### src/rtl/core/bhq_pkg.sv
// ----------------------------------------------------------------------------
// bhq_pkg
// Shared types, codes and default sizes for the binary max-heap queue core.
// ----------------------------------------------------------------------------
package bhq_pkg;

  // default sizes
  localparam int unsigned CAPACITY_DEF  = 64;
  localparam int unsigned PRIO_BITS_DEF = 32;

  // fixed port widths
  localparam int unsigned FUNC_W      = 2;
  localparam int unsigned PORT_PRIO_W = 32;
  localparam int unsigned SLOT_W      = 6;
  localparam int unsigned ENT_W       = 7;
  localparam int unsigned STAT_W      = 2;

  // operation codes
  typedef enum logic [FUNC_W-1:0] {
    FN_INSERT  = 2'd0,
    FN_EXTRACT = 2'd1,
    FN_CHANGE  = 2'd2,
    FN_REMOVE  = 2'd3
  } func_t;

  // result status codes
  typedef enum logic [STAT_W-1:0] {
    ST_OK    = 2'd0,
    ST_EMPTY = 2'd1,
    ST_FULL  = 2'd2,
    ST_SLOT  = 2'd3
  } status_t;

  // sequencer states
  typedef enum logic [3:0] {
    S_IDLE,
    S_UP,
    S_UP_CMP,
    S_CHG_RD,
    S_CHG_CMP,
    S_DN,
    S_DN_L,
    S_DN_R,
    S_RM_RD,
    S_RM_CAP,
    S_RM_SH,
    S_RM_WR,
    S_LAST_RD,
    S_LAST_CAP,
    S_DONE
  } state_t;

  // heap memory port controls
  typedef struct packed {
    logic we;
    logic re_a;
    logic re_b;
  } ram_ctl_t;

  // result strobe from the sequencer
  typedef struct packed {
    logic    valid;
    status_t status;
  } res_ctl_t;

endpackage

### src/rtl/core/binary_max_heap_queue_core.sv
// ----------------------------------------------------------------------------
// binary_max_heap_queue_core
// Binary max-heap priority queue: insert, extract max, change priority and
// remove slot, each answered by one result transaction.
//
// Usage: a request transaction on in_* carries an operation, a priority and
// a slot; one result transaction on out_* returns a priority, the entry count
// and a status. One request is in flight at a time; in_ready is high only
// while the sequencer is idle.
// Sift speed is set by the single compare unit and the one heap memory
// write port: a step up costs one read and one compare-and-write; a step
// down costs one read of both children, one compare and one compare-and-write.
// The next request is accepted the cycle after the result is registered.
// A stalled receiver holds the result in the output register; the sequencer
// then waits with a finished result until that register frees up.
// Reset empties the heap at once (entry count to zero); no clearing pass.
// ----------------------------------------------------------------------------
module binary_max_heap_queue_core #(
  parameter int unsigned CAPACITY  = bhq_pkg::CAPACITY_DEF,
  parameter int unsigned PRIO_BITS = bhq_pkg::PRIO_BITS_DEF
) (
  input  logic                                  clk,
  input  logic                                  rst_n,
  input  logic                                  in_valid,
  output logic                                  in_ready,
  input  logic [bhq_pkg::FUNC_W-1:0]            in_func,
  input  logic signed [bhq_pkg::PORT_PRIO_W-1:0] in_prio_in,
  input  logic [bhq_pkg::SLOT_W-1:0]            in_slot,
  output logic                                  out_valid,
  input  logic                                  out_ready,
  output logic signed [bhq_pkg::PORT_PRIO_W-1:0] out_prio_out,
  output logic [bhq_pkg::ENT_W-1:0]             out_entries,
  output logic [bhq_pkg::STAT_W-1:0]            out_status
);
  import bhq_pkg::*;

  localparam int unsigned IW = (CAPACITY > 1) ? $clog2(CAPACITY) : 1;
  localparam int unsigned CW = $clog2(CAPACITY + 1);

  logic signed [PRIO_BITS-1:0] prio_ext;
  logic                        out_free;
  res_ctl_t                    res_ctl;
  logic signed [PRIO_BITS-1:0] res_prio;
  logic [CW-1:0]               res_cnt;
  ram_ctl_t                    ram_ctl;
  logic [IW-1:0]               waddr;
  logic [PRIO_BITS-1:0]        wdata;
  logic [IW-1:0]               raddr_a;
  logic [IW-1:0]               raddr_b;
  logic [PRIO_BITS-1:0]        rdata_a;
  logic [PRIO_BITS-1:0]        rdata_b;
  logic signed [PRIO_BITS-1:0] cmp_lhs;
  logic signed [PRIO_BITS-1:0] cmp_rhs;
  logic                        cmp_gt;

  logic                        out_valid_r, out_valid_nxt;
  logic signed [PORT_PRIO_W-1:0] out_prio_r;
  logic [ENT_W-1:0]            out_ent_r;
  logic [STAT_W-1:0]           out_stat_r;

  // priority taken from the low PRIO_BITS bits as a signed value
  assign prio_ext = PRIO_BITS'(in_prio_in);

  bhq_seq #(
    .CAPACITY  (CAPACITY),
    .PRIO_BITS (PRIO_BITS)
  ) u_seq (
    .clk      (clk),
    .rst_n    (rst_n),
    .in_valid (in_valid),
    .in_ready (in_ready),
    .in_func  (in_func),
    .in_prio  (prio_ext),
    .in_slot  (in_slot),
    .out_free (out_free),
    .res_ctl  (res_ctl),
    .res_prio (res_prio),
    .res_cnt  (res_cnt),
    .ram_ctl  (ram_ctl),
    .waddr    (waddr),
    .wdata    (wdata),
    .raddr_a  (raddr_a),
    .raddr_b  (raddr_b),
    .rdata_a  (rdata_a),
    .rdata_b  (rdata_b),
    .cmp_lhs  (cmp_lhs),
    .cmp_rhs  (cmp_rhs),
    .cmp_gt   (cmp_gt)
  );

  bhq_ram #(
    .DEPTH (CAPACITY),
    .WIDTH (PRIO_BITS)
  ) u_ram (
    .clk     (clk),
    .ctl     (ram_ctl),
    .waddr   (waddr),
    .wdata   (wdata),
    .raddr_a (raddr_a),
    .raddr_b (raddr_b),
    .rdata_a (rdata_a),
    .rdata_b (rdata_b)
  );

  bhq_cmp #(
    .PRIO_BITS (PRIO_BITS)
  ) u_cmp (
    .lhs (cmp_lhs),
    .rhs (cmp_rhs),
    .gt  (cmp_gt)
  );

  // output register parts the sequencer from the receiver
  assign out_free = !out_valid_r || out_ready;

  always_comb begin
    out_valid_nxt = out_valid_r;
    if (res_ctl.valid) begin
      out_valid_nxt = 1'b1;
    end else if (out_ready) begin
      out_valid_nxt = 1'b0;
    end
  end

  always_ff @(posedge clk) begin
    if (!rst_n) begin
      out_valid_r <= 1'b0;
    end else begin
      out_valid_r <= out_valid_nxt;
    end
  end

  always_ff @(posedge clk) begin
    if (res_ctl.valid) begin
      out_prio_r <= PORT_PRIO_W'(res_prio);
      out_ent_r  <= ENT_W'(res_cnt);
      out_stat_r <= res_ctl.status;
    end
  end

  assign out_valid    = out_valid_r;
  assign out_prio_out = out_prio_r;
  assign out_entries  = out_ent_r;
  assign out_status   = out_stat_r;

`ifndef SYNTH
  // one request at a time: busy right after a request transaction
  a_busy_after_accept: assert property (@(posedge clk) disable iff (!rst_n)
    in_valid && in_ready |=> !in_ready)
    else $error("request accepted while a previous one is in flight");

  // the sequencer never overwrites a result still waiting
  a_no_overwrite: assert property (@(posedge clk) disable iff (!rst_n)
    res_ctl.valid |-> (!out_valid_r || out_ready))
    else $error("result loaded into a busy output register");

  // an empty report carries a zero value and no entries
  a_empty_result: assert property (@(posedge clk) disable iff (!rst_n)
    out_valid && out_status == ST_EMPTY |-> out_entries == '0 && out_prio_out == '0)
    else $error("empty status with nonzero value or count");

  // a full report means the heap is at capacity
  a_full_result: assert property (@(posedge clk) disable iff (!rst_n)
    out_valid && out_status == ST_FULL |-> out_entries == ENT_W'(CAPACITY))
    else $error("full status below capacity");
`endif

endmodule

### src/rtl/core/bhq_ram.sv
// ----------------------------------------------------------------------------
// bhq_ram
// Heap storage: one write port, two read ports with registered read data.
// ----------------------------------------------------------------------------
module bhq_ram #(
  parameter int unsigned DEPTH = bhq_pkg::CAPACITY_DEF,
  parameter int unsigned WIDTH = bhq_pkg::PRIO_BITS_DEF
) (
  input  logic                                        clk,
  input  bhq_pkg::ram_ctl_t                           ctl,
  input  logic [((DEPTH > 1) ? $clog2(DEPTH) : 1)-1:0] waddr,
  input  logic [WIDTH-1:0]                            wdata,
  input  logic [((DEPTH > 1) ? $clog2(DEPTH) : 1)-1:0] raddr_a,
  input  logic [((DEPTH > 1) ? $clog2(DEPTH) : 1)-1:0] raddr_b,
  output logic [WIDTH-1:0]                            rdata_a,
  output logic [WIDTH-1:0]                            rdata_b
);
  import bhq_pkg::*;

  logic [WIDTH-1:0] mem [DEPTH];

  // write port
  always_ff @(posedge clk) begin
    if (ctl.we) begin
      mem[waddr] <= wdata;
    end
  end

  // read ports, data held while not enabled
  always_ff @(posedge clk) begin
    if (ctl.re_a) begin
      rdata_a <= mem[raddr_a];
    end
    if (ctl.re_b) begin
      rdata_b <= mem[raddr_b];
    end
  end

endmodule

### src/rtl/core/bhq_cmp.sv
// ----------------------------------------------------------------------------
// bhq_cmp
// Shared signed priority comparator used by every sift step.
// ----------------------------------------------------------------------------
module bhq_cmp #(
  parameter int unsigned PRIO_BITS = bhq_pkg::PRIO_BITS_DEF
) (
  input  logic signed [PRIO_BITS-1:0] lhs,
  input  logic signed [PRIO_BITS-1:0] rhs,
  output logic                        gt
);
  import bhq_pkg::*;

  // strict greater-than on two's complement priorities
  assign gt = (lhs > rhs);

endmodule

### src/rtl/core/bhq_seq.sv
// ----------------------------------------------------------------------------
// bhq_seq
// Operation sequencer: walks the heap one level at a time through the
// shared comparator and the heap memory, keeping the moving entry in a
// register and writing each displaced entry into the hole.
// ----------------------------------------------------------------------------
module bhq_seq #(
  parameter int unsigned CAPACITY  = bhq_pkg::CAPACITY_DEF,
  parameter int unsigned PRIO_BITS = bhq_pkg::PRIO_BITS_DEF
) (
  input  logic                                              clk,
  input  logic                                              rst_n,
  // request side
  input  logic                                              in_valid,
  output logic                                              in_ready,
  input  logic [bhq_pkg::FUNC_W-1:0]                        in_func,
  input  logic signed [PRIO_BITS-1:0]                       in_prio,
  input  logic [bhq_pkg::SLOT_W-1:0]                        in_slot,
  // result side
  input  logic                                              out_free,
  output bhq_pkg::res_ctl_t                                 res_ctl,
  output logic signed [PRIO_BITS-1:0]                       res_prio,
  output logic [$clog2(CAPACITY+1)-1:0]                     res_cnt,
  // heap memory
  output bhq_pkg::ram_ctl_t                                 ram_ctl,
  output logic [((CAPACITY > 1) ? $clog2(CAPACITY) : 1)-1:0] waddr,
  output logic [PRIO_BITS-1:0]                              wdata,
  output logic [((CAPACITY > 1) ? $clog2(CAPACITY) : 1)-1:0] raddr_a,
  output logic [((CAPACITY > 1) ? $clog2(CAPACITY) : 1)-1:0] raddr_b,
  input  logic [PRIO_BITS-1:0]                              rdata_a,
  input  logic [PRIO_BITS-1:0]                              rdata_b,
  // shared comparator
  output logic signed [PRIO_BITS-1:0]                       cmp_lhs,
  output logic signed [PRIO_BITS-1:0]                       cmp_rhs,
  input  logic                                              cmp_gt
);
  import bhq_pkg::*;

  localparam int unsigned IW  = (CAPACITY > 1) ? $clog2(CAPACITY) : 1;
  localparam int unsigned CW  = $clog2(CAPACITY + 1);
  localparam int unsigned CHW = IW + 2;
  localparam int unsigned SW  = (CW > SLOT_W) ? CW : SLOT_W;

  state_t                        state_r, state_nxt;
  logic [CW-1:0]                 cnt_r, cnt_nxt;
  logic [IW-1:0]                 i_r, i_nxt;
  logic signed [PRIO_BITS-1:0]   cur_r, cur_nxt;
  logic signed [PRIO_BITS-1:0]   res_r, res_nxt;
  logic signed [PRIO_BITS-1:0]   best_r, best_nxt;
  logic                          best_l_r, best_l_nxt;
  logic                          take_r, take_nxt;
  status_t                       status_r, status_nxt;
  logic signed [PRIO_BITS-1:0]   root_r, root_nxt;

  logic [IW-1:0]                 i_dec;
  logic [IW-1:0]                 par_idx;
  logic [CHW-1:0]                lc_w;
  logic [CHW-1:0]                rc_w;
  logic                          lv;
  logic                          rv;
  logic                          full;
  logic                          empty;
  logic                          slot_big;
  func_t                         in_fn;

  // index arithmetic around the current hole
  assign i_dec    = i_r - IW'(1);
  assign par_idx  = i_dec >> 1;
  assign lc_w     = CHW'({i_r, 1'b1});
  assign rc_w     = lc_w + CHW'(1);
  assign lv       = (lc_w < CHW'(cnt_r));
  assign rv       = (rc_w < CHW'(cnt_r));
  assign full     = (cnt_r == CW'(CAPACITY));
  assign empty    = (cnt_r == '0);
  assign slot_big = (SW'(in_slot) >= SW'(cnt_r));
  assign in_fn    = func_t'(in_func);

  // state and datapath registers
  always_ff @(posedge clk) begin
    if (!rst_n) begin
      state_r <= S_IDLE;
      cnt_r   <= '0;
    end else begin
      state_r <= state_nxt;
      cnt_r   <= cnt_nxt;
    end
  end

  always_ff @(posedge clk) begin
    i_r      <= i_nxt;
    cur_r    <= cur_nxt;
    res_r    <= res_nxt;
    best_r   <= best_nxt;
    best_l_r <= best_l_nxt;
    take_r   <= take_nxt;
    status_r <= status_nxt;
    root_r   <= root_nxt;
  end

  // next state and memory / comparator control
  always_comb begin
    state_nxt   = state_r;
    cnt_nxt     = cnt_r;
    i_nxt       = i_r;
    cur_nxt     = cur_r;
    res_nxt     = res_r;
    best_nxt    = best_r;
    best_l_nxt  = best_l_r;
    take_nxt    = take_r;
    status_nxt  = status_r;
    in_ready    = 1'b0;
    res_ctl     = '{valid: 1'b0, status: status_r};
    ram_ctl     = '0;
    waddr       = i_r;
    wdata       = cur_r;
    raddr_a     = i_r;
    raddr_b     = rc_w[IW-1:0];
    cmp_lhs     = cur_r;
    cmp_rhs     = rdata_a;

    unique case (state_r)
      S_IDLE: begin
        in_ready = 1'b1;
        if (in_valid) begin
          cur_nxt    = in_prio;
          take_nxt   = 1'b0;
          status_nxt = ST_OK;
          priority if (in_fn == FN_INSERT && full) begin
            status_nxt = ST_FULL;
            state_nxt  = S_DONE;
          end else if (in_fn == FN_INSERT) begin
            i_nxt     = IW'(cnt_r);
            cnt_nxt   = cnt_r + CW'(1);
            state_nxt = S_UP;
          end else if (empty) begin
            status_nxt = ST_EMPTY;
            state_nxt  = S_DONE;
          end else if (in_fn == FN_EXTRACT) begin
            res_nxt   = root_r;
            take_nxt  = 1'b1;
            cnt_nxt   = cnt_r - CW'(1);
            state_nxt = S_LAST_RD;
          end else if (slot_big) begin
            status_nxt = ST_SLOT;
            state_nxt  = S_DONE;
          end else if (in_fn == FN_CHANGE) begin
            i_nxt     = IW'(in_slot);
            state_nxt = S_CHG_RD;
          end else begin
            i_nxt     = IW'(in_slot);
            take_nxt  = 1'b1;
            state_nxt = S_RM_RD;
          end
        end
      end

      // sift up: fetch the parent of the hole, or write the entry at the root
      S_UP: begin
        if (i_r == '0) begin
          ram_ctl.we = 1'b1;
          state_nxt  = S_DONE;
        end else begin
          ram_ctl.re_a = 1'b1;
          raddr_a      = par_idx;
          state_nxt    = S_UP_CMP;
        end
      end

      // sift up: parent drops into the hole or the entry settles
      S_UP_CMP: begin
        ram_ctl.we = 1'b1;
        if (cmp_gt) begin
          wdata     = rdata_a;
          i_nxt     = par_idx;
          state_nxt = S_UP;
        end else begin
          state_nxt = S_DONE;
        end
      end

      S_CHG_RD: begin
        ram_ctl.re_a = 1'b1;
        state_nxt    = S_CHG_CMP;
      end

      // new priority against the old one picks the direction
      S_CHG_CMP: begin
        state_nxt = cmp_gt ? S_UP : S_DN;
      end

      // sift down: fetch both children
      S_DN: begin
        ram_ctl.re_a = 1'b1;
        ram_ctl.re_b = 1'b1;
        raddr_a      = lc_w[IW-1:0];
        state_nxt    = S_DN_L;
      end

      // left child against the moving entry
      S_DN_L: begin
        cmp_lhs = rdata_a;
        cmp_rhs = cur_r;
        if (lv && cmp_gt) begin
          best_nxt   = rdata_a;
          best_l_nxt = 1'b1;
        end else begin
          best_nxt   = cur_r;
          best_l_nxt = 1'b0;
        end
        state_nxt = S_DN_R;
      end

      // right child against the best so far, then fill the hole
      S_DN_R: begin
        cmp_lhs    = rdata_b;
        cmp_rhs    = best_r;
        ram_ctl.we = 1'b1;
        priority if (rv && cmp_gt) begin
          wdata     = rdata_b;
          i_nxt     = rc_w[IW-1:0];
          state_nxt = S_DN;
        end else if (best_l_r) begin
          wdata     = best_r;
          i_nxt     = lc_w[IW-1:0];
          state_nxt = S_DN;
        end else begin
          state_nxt = S_DONE;
        end
      end

      S_RM_RD: begin
        ram_ctl.re_a = 1'b1;
        state_nxt    = S_RM_CAP;
      end

      S_RM_CAP: begin
        res_nxt   = rdata_a;
        state_nxt = S_RM_SH;
      end

      // remove: each ancestor drops one level toward the slot
      S_RM_SH: begin
        if (i_r == '0) begin
          cnt_nxt   = cnt_r - CW'(1);
          state_nxt = S_LAST_RD;
        end else begin
          ram_ctl.re_a = 1'b1;
          raddr_a      = par_idx;
          state_nxt    = S_RM_WR;
        end
      end

      S_RM_WR: begin
        ram_ctl.we = 1'b1;
        wdata      = rdata_a;
        i_nxt      = par_idx;
        state_nxt  = S_RM_SH;
      end

      // fetch the last entry to refill the root
      S_LAST_RD: begin
        if (empty) begin
          state_nxt = S_DONE;
        end else begin
          ram_ctl.re_a = 1'b1;
          raddr_a      = IW'(cnt_r);
          state_nxt    = S_LAST_CAP;
        end
      end

      S_LAST_CAP: begin
        cur_nxt   = rdata_a;
        i_nxt     = '0;
        state_nxt = S_DN;
      end

      // hand the result over once the output register is free
      S_DONE: begin
        if (out_free) begin
          res_ctl.valid = 1'b1;
          state_nxt     = S_IDLE;
        end
      end

      default: begin
        state_nxt = S_IDLE;
      end
    endcase
  end

  // mirror of heap slot zero
  always_comb begin
    root_nxt = root_r;
    if (ram_ctl.we && waddr == '0) begin
      root_nxt = wdata;
    end
  end

  // result value: taken entry, or the root after the operation
  assign res_prio = take_r ? res_r : (empty ? '0 : root_r);
  assign res_cnt  = cnt_r;

endmodule
### config.mk
export PLATFORM = sky130hd
export DESIGN_NAME = binary_max_heap_queue_core
export DESIGN_NICKNAME = d
export VERILOG_FILES = /design/src/rtl/core/bhq_pkg.sv /design/src/rtl/core/binary_max_heap_queue_core.sv /design/src/rtl/core/bhq_ram.sv /design/src/rtl/core/bhq_cmp.sv /design/src/rtl/core/bhq_seq.sv
export SDC_FILE = /design/constraint.sdc
export NUM_CORES = 2
export LEC_CHECK = 0
export BUFFER_PORTS_ARGS = -buffer_cell sky130_fd_sc_hd__buf_2
export CAP_MARGIN = 20
export CELL_PAD_IN_SITES_DETAIL_PLACEMENT = 0
export CELL_PAD_IN_SITES_GLOBAL_PLACEMENT = 1
export CORE_ASPECT_RATIO = 1.75
export CORE_MARGIN = 1.5
export CORE_UTILIZATION = 35
export DETAILED_ROUTE_END_ITERATION = 8
export HOLD_SLACK_MARGIN = 0.15
export PLACE_DENSITY = 0.63
export SYNTH_ARGS = -nofsm -noshare
export SYNTH_HDL_FRONTEND = slang
export SYNTH_SLANG_ARGS = --single-unit
### constraint.sdc
create_clock -name clk -period 8.1 [get_ports clk]
set_input_delay 0.405 -clock clk [delete_from_list [all_inputs] [get_ports clk]]
set_output_delay 0.405 -clock clk [all_outputs]
set_load 0.01 [all_outputs]
==> results.sh <==
export IMPL_route_detailed_drc=0
export IMPL_place_area_um2=109000
export IMPL_worstPathArrival_ns=7.47
export IMPL_powerDensity_nw_per_um2=488
export IMPL_fin_crit_sh_pct=85.6
export IMPL_htree_levels=4
export IMPL_avgSynthCellArea_um2=13.5
export IMPL_synth_nets=7686
export IMPL_initial_utilization_pct=35.2
export IMPL_synth_edff_count=2291
export IMPL_fin_crit_ns=6.94
export IMPL_final_cell_mix="edfxtp_1, nand2_1, nand3_1, mux4_2, buf_4"
export IMPL_port_buffers=86
export IMPL_finish_utilization_pct=39.9
export IMPL_drive_gt1_share_pct=16.1
export IMPL_first_iter_violations=10694
export IMPL_gp_congestion=0.974
export IMPL_start_kind="flop"
export IMPL_yosys_most_used_dff="edfxtp_1"
export IMPL_post_cts_setup_buffers=0
export IMPL_setup_viol_count_final=0
export IMPL_dr_pass1_iters=9
export IMPL_syn_inst=7588
export IMPL_slew_violations=0
export IMPL_ys_ff_latch=2303
export IMPL_async_flop_share_pct=0
export IMPL_crit_buf_inv=3
export IMPL_wl_per_cell_um=37.8
export IMPL_grt_overflow_total=0
export IMPL_hp_class="in -> reg"
export IMPL_numCtsBuffers=210
export IMPL_area_growth_pct=13.3
export IMPL_clock_path_buffers=4
export IMPL_crit_chain="nand2_1 > nor2_4 > and2_1 > buf_4 > a222oi_1 > inv_1 > ha_1 > nand3_1 > nor4_1 > o21ai_0 > o2111ai_1 > o2bb2ai_1 > o211ai_1 > a21oi_4 > a22oi_1 > o21ai_4 > buf_4"
export IMPL_cp_slowest_cell="dfxtp_1"
export IMPL_cpMostUsedCell="buf_4"
export IMPL_clk_pin_slew_worst_paths_ns=0.07
export IMPL_rrSetupSlack_ns=1.16
export IMPL_synth_top_area_share_pct=67.1
export IMPL_io_pins=87
export IMPL_synth_area_top_cells="edfxtp_1, nand2_1, mux4_2, nand3_1, mux2i_1"
export IMPL_clock_sinks=2303
export IMPL_hold_viol_final=0
export IMPL_dp_hpwl_um=259000
export IMPL_slew_headroom_pct=14.9
export IMPL_cap_violations=0
export IMPL_antenna_found_initial=21
export IMPL_critical_path_top_delay_family="compound AO/OA/AOI/OAI gates"
export IMPL_crit_fanout=65
export IMPL_grt_pass1_wl_um=591000
export IMPL_total_leakage_power_nw=38.6
export IMPL_first_global_vias=69629
export IMPL_cts_tree="built"
export IMPL_wirelength_um=441000
export IMPL_ys_warnings_count=0
export IMPL_grt_max_degree=142
export IMPL_tightest_slew_ns=1.28
export IMPL_slowest_delay_ns=0.93
export IMPL_core_um2=291000
export IMPL_die_area_um2=296000
export IMPL_grt_usage_pct=29.1
export IMPL_ys_seq_area_share_pct=67.4
export IMPL_rsz0062_at_grt="no"
export IMPL_finalSetupTns_ns=0
export IMPL_skew_ns=0.0989
export IMPL_die_width_um=412
export IMPL_clk_latency_ns=0.93
export IMPL_die_h_um=719
export IMPL_critPathKind="reg -> reg"
export IMPL_crit_path_end_kind="flop"
export IMPL_fin_nets=7758
export IMPL_fin_area_um2=116000
export IMPL_row_count=262
export IMPL_vias_per_cell=6.22
export IMPL_timing_fmax_ghz=0.144
export IMPL_required_ns=8.64
export IMPL_clock_root_buffer="clkbuf_16"
export IMPL_syn_area_um2=103000
export IMPL_yosysTopAreaCell="edfxtp_1"
export IMPL_antenna_left=0
export IMPL_final_common_cell="edfxtp_1"
export IMPL_netlist_cell_type_count=87
export IMPL_ir_drop_mv=0.967
export IMPL_status="complete, no violations"
export IMPL_vias=72576
what timing repair did:
action,CTS,global route
gates resized for setup,0,0
hold endpoints to repair,52,0
hold buffers,40,0
endpoints found under the setup margin,0,0
worst reg2reg max path, delay by kind of cell (launching register included):
kind	cells	cell delay, ns
compound gates	8	2.33
simple gates	5	2.13
buf+inv	3	0.93
flops	1	0.93
fa+ha+maj	1	0.13
area by class of cell:
class	instances	area [µm²]
flip-flops and latches	2303	69000
diodes	15	37.5
clock buffers	244	5450
well taps	3828	4790
clock inverters	132	1390
repair buffers	407	3410
inverters	52	195
multi-input cells	4686	31900
fillers	27012	175000
final timing paths:
| check | startpoint | to | cells past startpoint |
|---|---|---|---|
| max | u_seq.state_r[2] | u_ram.mem[55][22] | 17 |
| min | in_slot[4] | u_seq.waddr[4] | 4 |
| min reg2reg | u_seq.status_r[0] | out_status[0] | 0 |
| max reg2reg | u_seq.state_r[2] | u_ram.mem[55][22] | 17 |
registers in the layout, indices dropped and copies added (netlist names), 32 cells and up:
register       cells
u_seq.best_r      32
u_ram.mem       2048
out_prio_out      32
u_seq.root_r      32
u_seq.res_r       32
u_ram.rdata_a     32
u_ram.rdata_b     32
u_seq.cur_r       32
cells in the mapped netlist, types with 32 or more instances:
library cell / n
a21oi_1: 128
a222oi_1: 32
a22oi_1: 43
a311oi_1: 58
a31oi_1: 162
a32oi_1: 76
and3_1: 137
buf_1: 50
buf_2: 220
buf_4: 49
clkbuf_1: 224
edfxtp_1: 2291
ha_1: 54
inv_1: 51
mux2_2: 98
mux2i_1: 160
mux4_2: 326
nand2_1: 2002
nand3_1: 621
nand3b_1: 36
nand4_1: 33
nor2_1: 109
nor3_1: 47
o21ai_0: 183
o221ai_1: 45
o22ai_1: 39
layer usage:
metal  track usage (%)  vias to the layer above  part of all wire [%]
met5                 0                        -                0.0091
met1              33.9                    37685                    35
li1                  -                    29059                     -
met2              47.5                     4576                    48
met3              5.20                     1250                   8.9
met4              22.1                        6                   8.8
kinds of logic after synthesis:
logic type / count (synthesis) / synth area share (%)
XOR/XNOR: 17 / 0.145
flip-flops: 2303 / 67.4
AO/OA/AOI/OAI: 937 / 6.29
multiplexers: 584 / 9.80
buffers and inverters: 599 / 2.67
AND/OR/NAND/NOR: 3094 / 13.1
adder cells (fa/ha/maj): 54 / 0.659
power by group:
part	switching, mW	internal, mW	total (mW)	leakage, nW
sequential	0.684	15.8	16.4	20.8
combinational	21.0	8.79	29.8	14.5
clock	4.68	5.70	10.4	3.32
total	26.4	30.2	56.7	38.6
stage by stage:
step	worst slack, ns	hold WS (ns)	cells	power, mW
3_5_place_dp	1.34	0.421	11235	45.9
2_1_floorplan	0.286	0.400	7588	34.0
6_report	1.16	0.228	11667	56.7
5_1_grt	0.823	0.251	11657	58.2
3_3_place_gp	1.26	0.406	11234	45.7
4_1_cts	1.24	0.175	11651	56.2
Note: power is estimated with default switching activity, not from simulation.
